File: src/hdl/trc_pkg.sv
// ----------------------------------------------------------------------------
// trc_pkg: shared types, constants and helpers of the typed relational compare
// Operator and type codes, the default equality tolerance, the stage control
// struct, a leading-zero counter and the final relation decode.
// ----------------------------------------------------------------------------
package trc_pkg;

  typedef enum logic [2:0] {
    KIND_EQ = 3'd0,
    KIND_GT = 3'd1,
    KIND_GE = 3'd2,
    KIND_LT = 3'd3,
    KIND_LE = 3'd4,
    KIND_NE = 3'd5
  } kind_e;

  typedef enum logic [1:0] {
    TYPE_I64   = 2'd0,
    TYPE_DBL   = 2'd1,
    TYPE_OTHER = 2'd2
  } type_e;

  localparam logic [63:0] EPSILON_RESET = 64'h3EB0_C6F7_A0B5_ED8D;
  localparam logic [63:0] SIGN64        = 64'h8000_0000_0000_0000;

  typedef struct packed {
    logic [2:0] kind;
    logic       err;
    logic       is_dbl;
  } ctl_t;

  // Six halving steps; a zero word returns 63.
  function automatic logic [5:0] lzc64(logic [63:0] x);
    logic [5:0]  n;
    logic [63:0] v;
    n = 6'd0;
    v = x;
    if (v[63:32] == 32'd0) begin n[5] = 1'b1; v = v << 32; end
    if (v[63:48] == 16'd0) begin n[4] = 1'b1; v = v << 16; end
    if (v[63:56] == 8'd0)  begin n[3] = 1'b1; v = v << 8;  end
    if (v[63:60] == 4'd0)  begin n[2] = 1'b1; v = v << 4;  end
    if (v[63:62] == 2'd0)  begin n[1] = 1'b1; v = v << 2;  end
    if (v[63] == 1'b0)     begin n[0] = 1'b1; end
    return n;
  endfunction

  // lt and eq are already false for an unordered pair.
  function automatic logic rel_flag(logic [2:0] kind, logic lt, logic eq, logic unord,
                                    logic near, logic is_dbl);
    logic f;
    case (kind)
      KIND_EQ: f = is_dbl ? near : eq;
      KIND_NE: f = is_dbl ? !near : !eq;
      KIND_GT: f = !unord && !lt && !eq;
      KIND_GE: f = !unord && !lt;
      KIND_LT: f = lt;
      KIND_LE: f = lt || eq;
      default: f = 1'b0;
    endcase
    return f;
  endfunction

endpackage

File: src/hdl/trc_prep.sv
// ----------------------------------------------------------------------------
// trc_prep: operand conversion stages
// Truncates a double second operand to int64 and compares integers; rounds an
// integer second operand to double. Three register stages.
// ----------------------------------------------------------------------------
module trc_prep (
  input  logic        clk_i,
  input  logic        en_i,
  input  logic [1:0]  type_b_i,
  input  logic [63:0] value_a_i,
  input  logic [63:0] value_b_i,
  output logic [63:0] a_dbl_o,
  output logic [63:0] b_dbl_o,
  output logic        int_lt_o,
  output logic        int_eq_o
);

  // stage 1
  logic [1:0]  tb1_q;
  logic [63:0] va1_q, vb1_q;
  logic        bneg1_q;
  logic [63:0] bmag1_q, bmag1_d;
  logic [63:0] tm1_q, tm1_d;
  logic        ts1_q, ts1_d, tsat1_q, tsat1_d;
  // stage 2
  logic [1:0]  tb2_q;
  logic [63:0] va2_q, vb2_q, ib2_q, ib2_d;
  logic        bneg2_q, bz2_q;
  logic [5:0]  lz2_q, lz2_d;
  logic [63:0] norm2_q;
  // stage 3
  logic [63:0] a3_q, b3_q, b3_d;
  logic        lt3_q, eq3_q;

  logic [10:0] e_b, lsh, rsh;
  logic [63:0] m64, t_val;
  logic        up;
  logic [10:0] exp_i;
  logic [62:0] packed_i;

  always_comb begin
    bmag1_d = value_b_i[63] ? (~value_b_i + 64'd1) : value_b_i;
    e_b     = value_b_i[62:52];
    m64     = {11'd0, 1'b1, value_b_i[51:0]};
    lsh     = e_b - 11'd1075;
    rsh     = 11'd1075 - e_b;
    tm1_d   = 64'd0;
    tsat1_d = 1'b0;
    ts1_d   = value_b_i[63];
    if (e_b == 11'h7FF && value_b_i[51:0] != 52'd0) begin
      ts1_d = 1'b0;
    end else if (e_b >= 11'd1086) begin
      tsat1_d = 1'b1;
    end else if (e_b < 11'd1023) begin
      tm1_d = 64'd0;
    end else if (e_b >= 11'd1075) begin
      tm1_d = m64 << lsh[3:0];
    end else begin
      tm1_d = m64 >> rsh[5:0];
    end
  end

  always_comb begin
    if (tsat1_q) begin
      t_val = ts1_q ? trc_pkg::SIGN64 : ~trc_pkg::SIGN64;
    end else begin
      t_val = ts1_q ? (~tm1_q + 64'd1) : tm1_q;
    end
    ib2_d = (tb1_q == trc_pkg::TYPE_I64) ? vb1_q : t_val;
    lz2_d = trc_pkg::lzc64(bmag1_q);
  end

  always_comb begin
    up       = norm2_q[10] && ((|norm2_q[9:0]) || norm2_q[11]);
    exp_i    = 11'd1086 - {5'd0, lz2_q};
    packed_i = {exp_i, norm2_q[62:11]} + {62'd0, up};
    if (tb2_q == trc_pkg::TYPE_I64) begin
      b3_d = bz2_q ? 64'd0 : {bneg2_q, packed_i};
    end else begin
      b3_d = vb2_q;
    end
  end

  always_ff @(posedge clk_i) begin
    if (en_i) begin
      tb1_q   <= type_b_i;
      va1_q   <= value_a_i;
      vb1_q   <= value_b_i;
      bneg1_q <= value_b_i[63];
      bmag1_q <= bmag1_d;
      tm1_q   <= tm1_d;
      ts1_q   <= ts1_d;
      tsat1_q <= tsat1_d;

      tb2_q   <= tb1_q;
      va2_q   <= va1_q;
      vb2_q   <= vb1_q;
      ib2_q   <= ib2_d;
      bneg2_q <= bneg1_q;
      bz2_q   <= (bmag1_q == 64'd0);
      lz2_q   <= lz2_d;
      norm2_q <= bmag1_q << lz2_d;

      a3_q  <= va2_q;
      b3_q  <= b3_d;
      lt3_q <= $signed(va2_q) < $signed(ib2_q);
      eq3_q <= (va2_q == ib2_q);
    end
  end

  assign a_dbl_o  = a3_q;
  assign b_dbl_o  = b3_q;
  assign int_lt_o = lt3_q;
  assign int_eq_o = eq3_q;

endmodule

File: src/hdl/trc_fp_cmp.sv
// ----------------------------------------------------------------------------
// trc_fp_cmp: double compare and tolerance test
// Ordered compare of two doubles plus the rounded magnitude of a - b checked
// against epsilon. Four register stages: align, add, normalize, round.
// ----------------------------------------------------------------------------
module trc_fp_cmp (
  input  logic        clk_i,
  input  logic        en_i,
  input  logic [63:0] a_i,
  input  logic [63:0] b_i,
  input  logic [63:0] eps_i,
  output logic        lt_o,
  output logic        eq_o,
  output logic        unord_o,
  output logic        near_o
);

  typedef struct packed {
    logic lt;
    logic eq;
    logic unord;
    logic nan_d;
    logic inf_d;
  } cmp_t;

  cmp_t        c1_q, c2_q, c3_q, c1_d;
  logic        lt4_q, eq4_q, unord4_q, near4_q;
  logic [55:0] mb1_q, ms1_q, mb1_d, ms1_d;
  logic        sub1_q;
  logic [10:0] eb1_q, eb2_q, eb1_d;
  logic [56:0] m2_q;
  logic [55:0] n3_q, n3_d;
  logic [10:0] ex3_q, ex3_d;

  logic        nan_a, nan_b, inf_a, inf_b, swap;
  logic [63:0] ka, kb, big, sml;
  logic [10:0] es, diff;
  logic [55:0] ms_full, ms_sh, lost;
  logic [5:0]  lz, sh;
  logic [10:0] lim;
  logic [62:0] mag;
  logic        up, eps_ok;

  // align
  always_comb begin
    nan_a = (a_i[62:52] == 11'h7FF) && (a_i[51:0] != 52'd0);
    nan_b = (b_i[62:52] == 11'h7FF) && (b_i[51:0] != 52'd0);
    inf_a = (a_i[62:52] == 11'h7FF) && (a_i[51:0] == 52'd0);
    inf_b = (b_i[62:52] == 11'h7FF) && (b_i[51:0] == 52'd0);
    ka = (a_i[62:0] == 63'd0) ? trc_pkg::SIGN64 : (a_i[63] ? ~a_i : a_i ^ trc_pkg::SIGN64);
    kb = (b_i[62:0] == 63'd0) ? trc_pkg::SIGN64 : (b_i[63] ? ~b_i : b_i ^ trc_pkg::SIGN64);
    c1_d.unord = nan_a || nan_b;
    c1_d.lt    = !c1_d.unord && (ka < kb);
    c1_d.eq    = !c1_d.unord && (ka == kb);
    c1_d.nan_d = c1_d.unord || (inf_a && inf_b && (a_i[63] == b_i[63]));
    c1_d.inf_d = inf_a || inf_b;

    swap    = a_i[62:0] < b_i[62:0];
    big     = swap ? b_i : a_i;
    sml     = swap ? a_i : b_i;
    eb1_d   = (big[62:52] == 11'd0) ? 11'd1 : big[62:52];
    es      = (sml[62:52] == 11'd0) ? 11'd1 : sml[62:52];
    diff    = eb1_d - es;
    mb1_d   = {(big[62:52] != 11'd0), big[51:0], 3'b000};
    ms_full = {(sml[62:52] != 11'd0), sml[51:0], 3'b000};
    if (diff >= 11'd56) begin
      ms_sh = 56'd0;
      lost  = ms_full;
    end else begin
      ms_sh = ms_full >> diff[5:0];
      lost  = ms_full & ~({56{1'b1}} << diff[5:0]);
    end
    ms1_d = {ms_sh[55:1], ms_sh[0] | (|lost)};
  end

  // normalize
  always_comb begin
    lz  = trc_pkg::lzc64({m2_q[55:0], 8'd0});
    lim = eb2_q - 11'd1;
    sh  = (lim < 11'd64 && {5'd0, lz} > lim) ? lim[5:0] : lz;
    if (m2_q[56]) begin
      n3_d  = {m2_q[56:2], m2_q[1] | m2_q[0]};
      ex3_d = eb2_q + 11'd1;
    end else begin
      n3_d  = m2_q[55:0] << sh;
      ex3_d = n3_d[55] ? (eb2_q - {5'd0, sh}) : 11'd0;
    end
  end

  // round, then test against the tolerance
  always_comb begin
    up = n3_q[2] && (n3_q[1] || n3_q[0] || n3_q[3]);
    if (c3_q.inf_d || ex3_q == 11'h7FF) begin
      mag = {11'h7FF, 52'd0};
    end else begin
      mag = {ex3_q, n3_q[54:3]} + {62'd0, up};
    end
    eps_ok = !((eps_i[62:52] == 11'h7FF) && (eps_i[51:0] != 52'd0)) &&
             (!eps_i[63] || eps_i[62:0] == 63'd0);
  end

  always_ff @(posedge clk_i) begin
    if (en_i) begin
      c1_q   <= c1_d;
      mb1_q  <= mb1_d;
      ms1_q  <= ms1_d;
      sub1_q <= (a_i[63] == b_i[63]);
      eb1_q  <= eb1_d;

      c2_q   <= c1_q;
      eb2_q  <= eb1_q;
      m2_q   <= sub1_q ? ({1'b0, mb1_q} - {1'b0, ms1_q}) : ({1'b0, mb1_q} + {1'b0, ms1_q});

      c3_q  <= c2_q;
      n3_q  <= n3_d;
      ex3_q <= ex3_d;

      lt4_q    <= c3_q.lt;
      eq4_q    <= c3_q.eq;
      unord4_q <= c3_q.unord;
      near4_q  <= !c3_q.nan_d && eps_ok && (mag <= eps_i[62:0]);
    end
  end

  assign lt_o    = lt4_q;
  assign eq_o    = eq4_q;
  assign unord_o = unord4_q;
  assign near_o  = near4_q;

endmodule

File: src/hdl/typed_relational_compare_core.sv
// ----------------------------------------------------------------------------
// typed_relational_compare_core: typed relational compare, top level
// Compares two tagged int64/double operands under one of six operators.
// ----------------------------------------------------------------------------
// One request enters per cycle unless a held result stalls the pipe; the
// pipeline is an input stage, three conversion stages (truncate or round the
// second operand, integer compare), four double stages (align, add,
// normalize, round and tolerance test) and the result register. A stall on
// the result side freezes every stage at once, so in_ready_o follows
// out_ready_i whenever a result is waiting. The user must write epsilon
// through cfg_we_i/cfg_wdata_i while no request is in flight; not enforced.
module typed_relational_compare_core (
  input  logic        clk_i,
  input  logic        rst_ni,
  input  logic        cfg_we_i,
  input  logic [63:0] cfg_wdata_i,
  input  logic        in_valid_i,
  output logic        in_ready_o,
  input  logic [2:0]  kind_i,
  input  logic [1:0]  type_a_i,
  input  logic [63:0] value_a_i,
  input  logic [1:0]  type_b_i,
  input  logic [63:0] value_b_i,
  output logic        out_valid_o,
  input  logic        out_ready_i,
  output logic        flag_o,
  output logic        status_o
);

  localparam int NumStages = 9;
  localparam int LastCtl   = 7;

  logic [NumStages-1:0] valid_q;
  logic [63:0]          eps_q;
  logic                 adv;

  trc_pkg::ctl_t ctl_d;
  trc_pkg::ctl_t ctl_q [LastCtl+1];
  logic [1:0]    tb0_q;
  logic [63:0]   va0_q, vb0_q;

  logic [63:0] a_dbl, b_dbl;
  logic        int_lt, int_eq;
  logic [3:0]  ilt_q, ieq_q;
  logic        d_lt, d_eq, d_unord, d_near;
  logic        flag_q, status_q, flag_d;

  // Advance the whole pipe unless a finished result is held.
  assign adv        = !valid_q[NumStages-1] || out_ready_i;
  assign in_ready_o = adv;

  always_comb begin
    ctl_d.kind   = kind_i;
    ctl_d.err    = (kind_i > trc_pkg::KIND_NE) || (type_a_i > trc_pkg::TYPE_DBL) ||
                   (type_b_i > trc_pkg::TYPE_DBL);
    ctl_d.is_dbl = (type_a_i == trc_pkg::TYPE_DBL);
  end

  always_ff @(posedge clk_i or negedge rst_ni) begin
    if (!rst_ni) begin
      valid_q <= '0;
      eps_q   <= trc_pkg::EPSILON_RESET;
    end else begin
      if (adv) begin
        valid_q <= {valid_q[NumStages-2:0], in_valid_i};
      end
      if (cfg_we_i) begin
        eps_q <= cfg_wdata_i;
      end
    end
  end

  // Payload stages: no reset, hold on stall.
  always_ff @(posedge clk_i) begin
    if (adv) begin
      ctl_q[0] <= ctl_d;
      for (int i = 1; i <= LastCtl; i++) begin
        ctl_q[i] <= ctl_q[i-1];
      end
      tb0_q <= type_b_i;
      va0_q <= value_a_i;
      vb0_q <= value_b_i;
      ilt_q <= {ilt_q[2:0], int_lt};
      ieq_q <= {ieq_q[2:0], int_eq};
      flag_q   <= flag_d;
      status_q <= ctl_q[LastCtl].err;
    end
  end

  trc_prep u_prep (
    .clk_i     (clk_i),
    .en_i      (adv),
    .type_b_i  (tb0_q),
    .value_a_i (va0_q),
    .value_b_i (vb0_q),
    .a_dbl_o   (a_dbl),
    .b_dbl_o   (b_dbl),
    .int_lt_o  (int_lt),
    .int_eq_o  (int_eq)
  );

  trc_fp_cmp u_fp_cmp (
    .clk_i   (clk_i),
    .en_i    (adv),
    .a_i     (a_dbl),
    .b_i     (b_dbl),
    .eps_i   (eps_q),
    .lt_o    (d_lt),
    .eq_o    (d_eq),
    .unord_o (d_unord),
    .near_o  (d_near)
  );

  // Pick the integer or double verdict; drop it on an error.
  always_comb begin
    if (ctl_q[LastCtl].err) begin
      flag_d = 1'b0;
    end else if (ctl_q[LastCtl].is_dbl) begin
      flag_d = trc_pkg::rel_flag(ctl_q[LastCtl].kind, d_lt, d_eq, d_unord, d_near, 1'b1);
    end else begin
      flag_d = trc_pkg::rel_flag(ctl_q[LastCtl].kind, ilt_q[3], ieq_q[3], 1'b0, 1'b0, 1'b0);
    end
  end

  assign out_valid_o = valid_q[NumStages-1];
  assign flag_o      = flag_q;
  assign status_o    = status_q;

`ifndef SYNTHESIS
  a_err_clears_flag: assert property (@(posedge clk_i) disable iff (!rst_ni)
    out_valid_o && status_o |-> !flag_o)
    else $error("error status with a set flag");

  a_stall_freezes_pipe: assert property (@(posedge clk_i) disable iff (!rst_ni)
    !in_ready_o |=> $stable(valid_q))
    else $error("pipeline moved during a stall");
`endif

endmodule

File: config.mk
export PLATFORM = sky130hd
export DESIGN_NAME = typed_relational_compare_core
export DESIGN_NICKNAME = d
export VERILOG_FILES = /design/src/hdl/trc_pkg.sv /design/src/hdl/trc_prep.sv /design/src/hdl/trc_fp_cmp.sv /design/src/hdl/typed_relational_compare_core.sv
export SDC_FILE = /design/constraint.sdc
export NUM_CORES = 2
export LEC_CHECK = 0
export BUFFER_PORTS_ARGS = -buffer_cell sky130_fd_sc_hd__buf_2
export CORE_MARGIN = 5
export CORE_UTILIZATION = 50
export CTS_CLUSTER_DIAMETER = 60
export CTS_CLUSTER_SIZE = 8
export DETAILED_ROUTE_END_ITERATION = 6
export PLACE_DENSITY = 0.66
export SLEW_MARGIN = 40
export SYNTH_ARGS = -nofsm -noshare
export SYNTH_HDL_FRONTEND = slang
export SYNTH_SLANG_ARGS = --single-unit
export TNS_END_PERCENT = 20
File: constraint.sdc
create_clock -name clk_i -period 106.2 [get_ports clk_i]
set_input_delay 21.24 -clock clk_i [delete_from_list [all_inputs] [get_ports clk_i]]
set_output_delay 21.24 -clock clk_i [all_outputs]
set_load 0.02 [all_outputs]
## After elaboration in Yosys (flattened, before gate mapping)

Memories as Yosys holds them, arrays and structs flattened.
Index checks and enable logic that the tools add are counted.

- Add/sub/neg operators: 13
- $lt $le $gt $ge: 13
- Equality and inequality tests: 14
- Shifts and indexed selects: 6
- Muxes and demuxes: 52
- Bitwise logic cells: 10
- Reduce and logical (&&, ||, !) cells: 73

Operators with widths:

| cell | number |
|---|---|
| 64-bit 2-to-1 mux | 21 |
| 64-bit NOT | 4 |
| 63-bit 2-to-1 mux | 4 |
| 52-bit nonzero test | 4 |
| 63-bit zero test | 3 |
| 64-bit by 1-bit adder with 64-bit output, second input constant | 2 |
| 64-bit equality test | 2 |
| 64-bit < comparator | 2 |
| 63-bit by 1-bit adder with 63-bit output | 2 |
| 52-bit zero test | 2 |
| 32-bit zero test | 2 |
| 64-bit zero test | 1 |
| 53-bit by 4-bit left shift with 64-bit output | 1 |
| 64-bit by 6-bit left shift with 63-bit output | 1 |
| 53-bit by 6-bit right shift with 64-bit output | 1 |
| 63-bit less-or-equal comparator | 1 |
| 63-bit < comparator | 1 |
| 56-bit by 56-bit adder with 57-bit output | 1 |
| 57-bit 2-to-1 mux | 1 |
| 56-bit by 56-bit subtractor with 57-bit output | 1 |
| 56-bit bitwise AND | 1 |
| 56-bit 2-to-1 mux | 1 |
| 56-bit NOT | 1 |
| 56-bit OR reduction | 1 |
| other kinds (42) | 120 |

- Flip-flop bits (word level): 1,143
- Bits in writable memories: 40
- Input port bits: 204
- Output and inout port bits: 4
- Word-level logic and storage cells: 240
- Memories: 1

Memory list:

| name | depth | width | rd ports | clocked after Yosys merged registers in | write ports | line | source |
|---|---|---|---|---|---|---|---|
| ctl_q | 8 | 5 | 8 | 0 | 8 | typed_relational_compare_core.sv:38 | `trc_pkg::ctl_t ctl_q [LastCtl+1];` |

## Depth between registers and ports, before layout

- Depth after elaboration: 17
- Gate-level depth with buffers: 36
- Mapped depth without buffers: 33

## Modules after synthesis

From an unflattened synthesis, not the netlist that was laid out.

- Cells, all modules: 7,978
- Area total of the unflattened synthesis: 80,325.8 um^2

By module, submodules not included:

| module | times used | cells each | area each (um^2) | sequential area each (um^2) |
|---|---|---|---|---|
| trc_prep | 1 | 3,542 | 37,752.5 | 19,608.8 |
| trc_fp_cmp | 1 | 4,078 | 34,255.4 | 8,227.9 |
| typed_relational_compare_core | 1 | 358 | 8,318.0 | 7,277.0 |

## Worst setup path before layout

Ideal clock, no wire load.

- Kind: input -> output
- From: input port out_ready_i
- To: output port in_ready_o
- Arrival time: 51.591 ns
- Data required time: 84.960 ns
- Setup slack: 33.369 ns
- Stages: 2
- Path buffers: 1
- Cells stage by stage: nand2b_1 -> clkbuf_1

- Cells in the longest elaborated chain, start to end: 1

RTL lines:

| what | line | source |
|---|---|---|
| start: declaration | typed_relational_compare_core.sv:25 | `input logic out_ready_i,` |
| 1-bit logical OR | typed_relational_compare_core.sv:49 | `assign adv = !valid_q[NumStages-1] \|\| out_ready_i;` |
| end: declaration | typed_relational_compare_core.sv:18 | `output logic in_ready_o,` |

Every way passes these cells.

## Worst setup path after layout

Same ends and word-level chain as after synthesis.

==> impl_metrics.ini <==
[outcome]
status = complete, but fails checks
violations = DRC

[cts]
insertion_delay_ps = 830
h-tree-depth = 4
cts_root_buf = clkbuf_16
cts_setup_buffers = 0
cts.hold.buffers_added = 0
cts_sinks = 1180
cts_resized = 0
cts_tree = built
clockBufferDepth = 3
clk_pin_slew_worst_paths_ps = 50
cts_buffers = 176

[sta]
tns_ps = 0
skew_ps = 64.8
hold_viol = 0
setup_viol = 0
maxSlewHeadroom = 0.288
min_period_ps = 43510
clock.fmax_ghz = 0.0230
max_slew.worst_pin.slew_ps = 1060
slew_viol_final = 0
rsz0062_at_grt = no
fin_crit_sh = 0.410

[finish]
area_delta_synth_final_pct = 11.4
mostFrequentLayoutCells = 1,107 x edfxtp_1, 943 x nand2_1, 659 x nor2_1
drive_above_1_share = 0.120
fillers = 13608
final_common_cell = edfxtp_1
fin_nets = 8666

[setup_path]
crit_slowest_cell = nand2b_4
max_stage_delay_ps = 540
worstSetupPathType = in2out
cp_top_family = simple AND/OR/NAND/NOR gates
cp-start-kind = primary input
worstSetupEndpointType = output pin
crit_required_ps = 84960
crit_chain = buf_2 > nand2b_4 > buf_2
crit_top_cell = buf_2
worst-path-buf-inv = 2
crit_arrival_ps = 22270
cp_max_fo = 35

[min_path]
min_path_type = reg2reg

[routing]
vias = 67220
ant_nets = 0
viasPerCell = 6.59
wl_per_cell_um = 30.6
remaining_drc_errors = 3
dr.pass1.iters = 7
wirelength_um = 312000
first_iter_violations = 8637

[global_route]
grt_usage = 0.363
grt-ovfl-total = 0
grt_pass1_vias = 64361
antenna_found_initial = 14
grt_pass1_wl_um = 446000
grt_start_max_net_pins = 148

[die]
start_util = 0.505
die_w_um = 407
dieArea_sq_um = 166000
io_pins = 208
design.core.area_sq_um = 157000
die_h_um = 407
rows = 145

[job]
maxCapViolations = 0

[placement]
routabilityCongestion = 1.01
io_buffers = 207
hpwlAfterDp_um = 237000

[synth]
ys.flop_type = edfxtp_1
synth-seq-cells = 1180
ys_seq_area_frac = 0.444
synthArstFlopShare = 0.0619
syn_area_per_cell_sq_um = 9.91
yosys_warnings = 0
synth_fp_nets = 8573
synth_area_sq_um = 79000
postSynthCellCount = 7970
synth.distinct_cells = 93
synth_edf_count = 1107
==> synth_stat cells (25+ instances only) <==
cell,n,area share
or3_1,80,0.0063
o211ai_1,53,0.0050
ha_1,396,0.063
nor2b_1,76,0.0060
or2_2,25,0.0020
a22oi_1,34,0.0032
nand2_1,946,0.045
a31oi_1,97,0.0077
o31ai_1,51,0.0048
a21o_1,82,0.0078
xnor2_1,226,0.025
a211oi_1,72,0.0068
o21ai_0,589,0.037
nand4_1,114,0.0090
edfxtp_1,1107,0.42
mux2_2,65,0.0093
o22ai_1,89,0.0070
clkbuf_1,400,0.019
nor3_1,149,0.0094
mux2i_1,397,0.050
a21oi_1,465,0.029
nand2b_1,66,0.0052
inv_1,367,0.017
o221ai_1,36,0.0040
xor2_1,159,0.018
dfstp_2,36,0.012
o32ai_1,51,0.0057
and3_1,50,0.0040
o21bai_1,38,0.0036
nor4_1,104,0.0082
nor2_1,667,0.032
buf_1,84,0.0040
nand3_1,149,0.0094
dfrtp_1,37,0.012
mux4_2,145,0.041
and2_1,56,0.0044
o21a_1,38,0.0036
==> layer usage <==
layer	GRT usage	share of wire
met1	0.442	0.37
met5	0	0.00029
met4	0.257	0.086
met3	0.0746	0.089
met2	0.579	0.46
==> cell families after synthesis <==
family                     synth area share
AOI/OAI and AO/OA                     0.158
xor gates and xnor gates             0.0427
adders and majority gates            0.0635
buffers and inverters                0.0418
DFF                                   0.444
muxes                                 0.101
and+or+nand+nor                       0.148
==> final timing paths <==
path                                    from                 to  slack [ps]  cells after the start
hold / removal                     va0_q[43]   u_prep.va1_q[43]         400                      0
min in group asynchronous             rst_ni         valid_q[5]       20260                      1
max in group asynchronous             rst_ni          eps_q[44]       85060                      2
hold reg to reg                    va0_q[43]   u_prep.va1_q[43]         400                      0
setup reg to reg           u_prep.b_dbl_o[4]  u_fp_cmp.ms1_q[0]       95500                     31
setup / recovery                 out_ready_i         in_ready_o       62690                      3
==> layout make-up <==
type | count | area (sq um) | area share
Inverter | 378 | 1420 | 0.0161
Antenna cell | 3 | 7.51 | 0.0000853
Clock buffer | 212 | 4570 | 0.0519
Sequential cell | 1180 | 35100 | 0.399
Multi-Input combinational cell | 5917 | 40900 | 0.465
Tap cell | 2058 | 2570 | 0.0293
Timing Repair Buffer | 410 | 2730 | 0.0311
Clock inverter | 36 | 677 | 0.00769
==> stage by stage <==
step           setup slack (ps)  instance area, sq um  hold WS (ps)   util  std cells
2_1_floorplan             33370                 79000           400      -       7970
3_3_place_gp              62640                 82400           401  0.526       9927
3_5_place_dp              62640                 82600           405  0.527       9937
4_1_cts                   62650                 87800           407  0.561      10185
5_1_grt                   62600                 88000           416  0.562      10191
6_report                  62690                 88000           400  0.562      10194
Power is left out: the tool's default activity adds up to more than one toggle a clock period on the data nets, which glitch-free logic cannot reach.
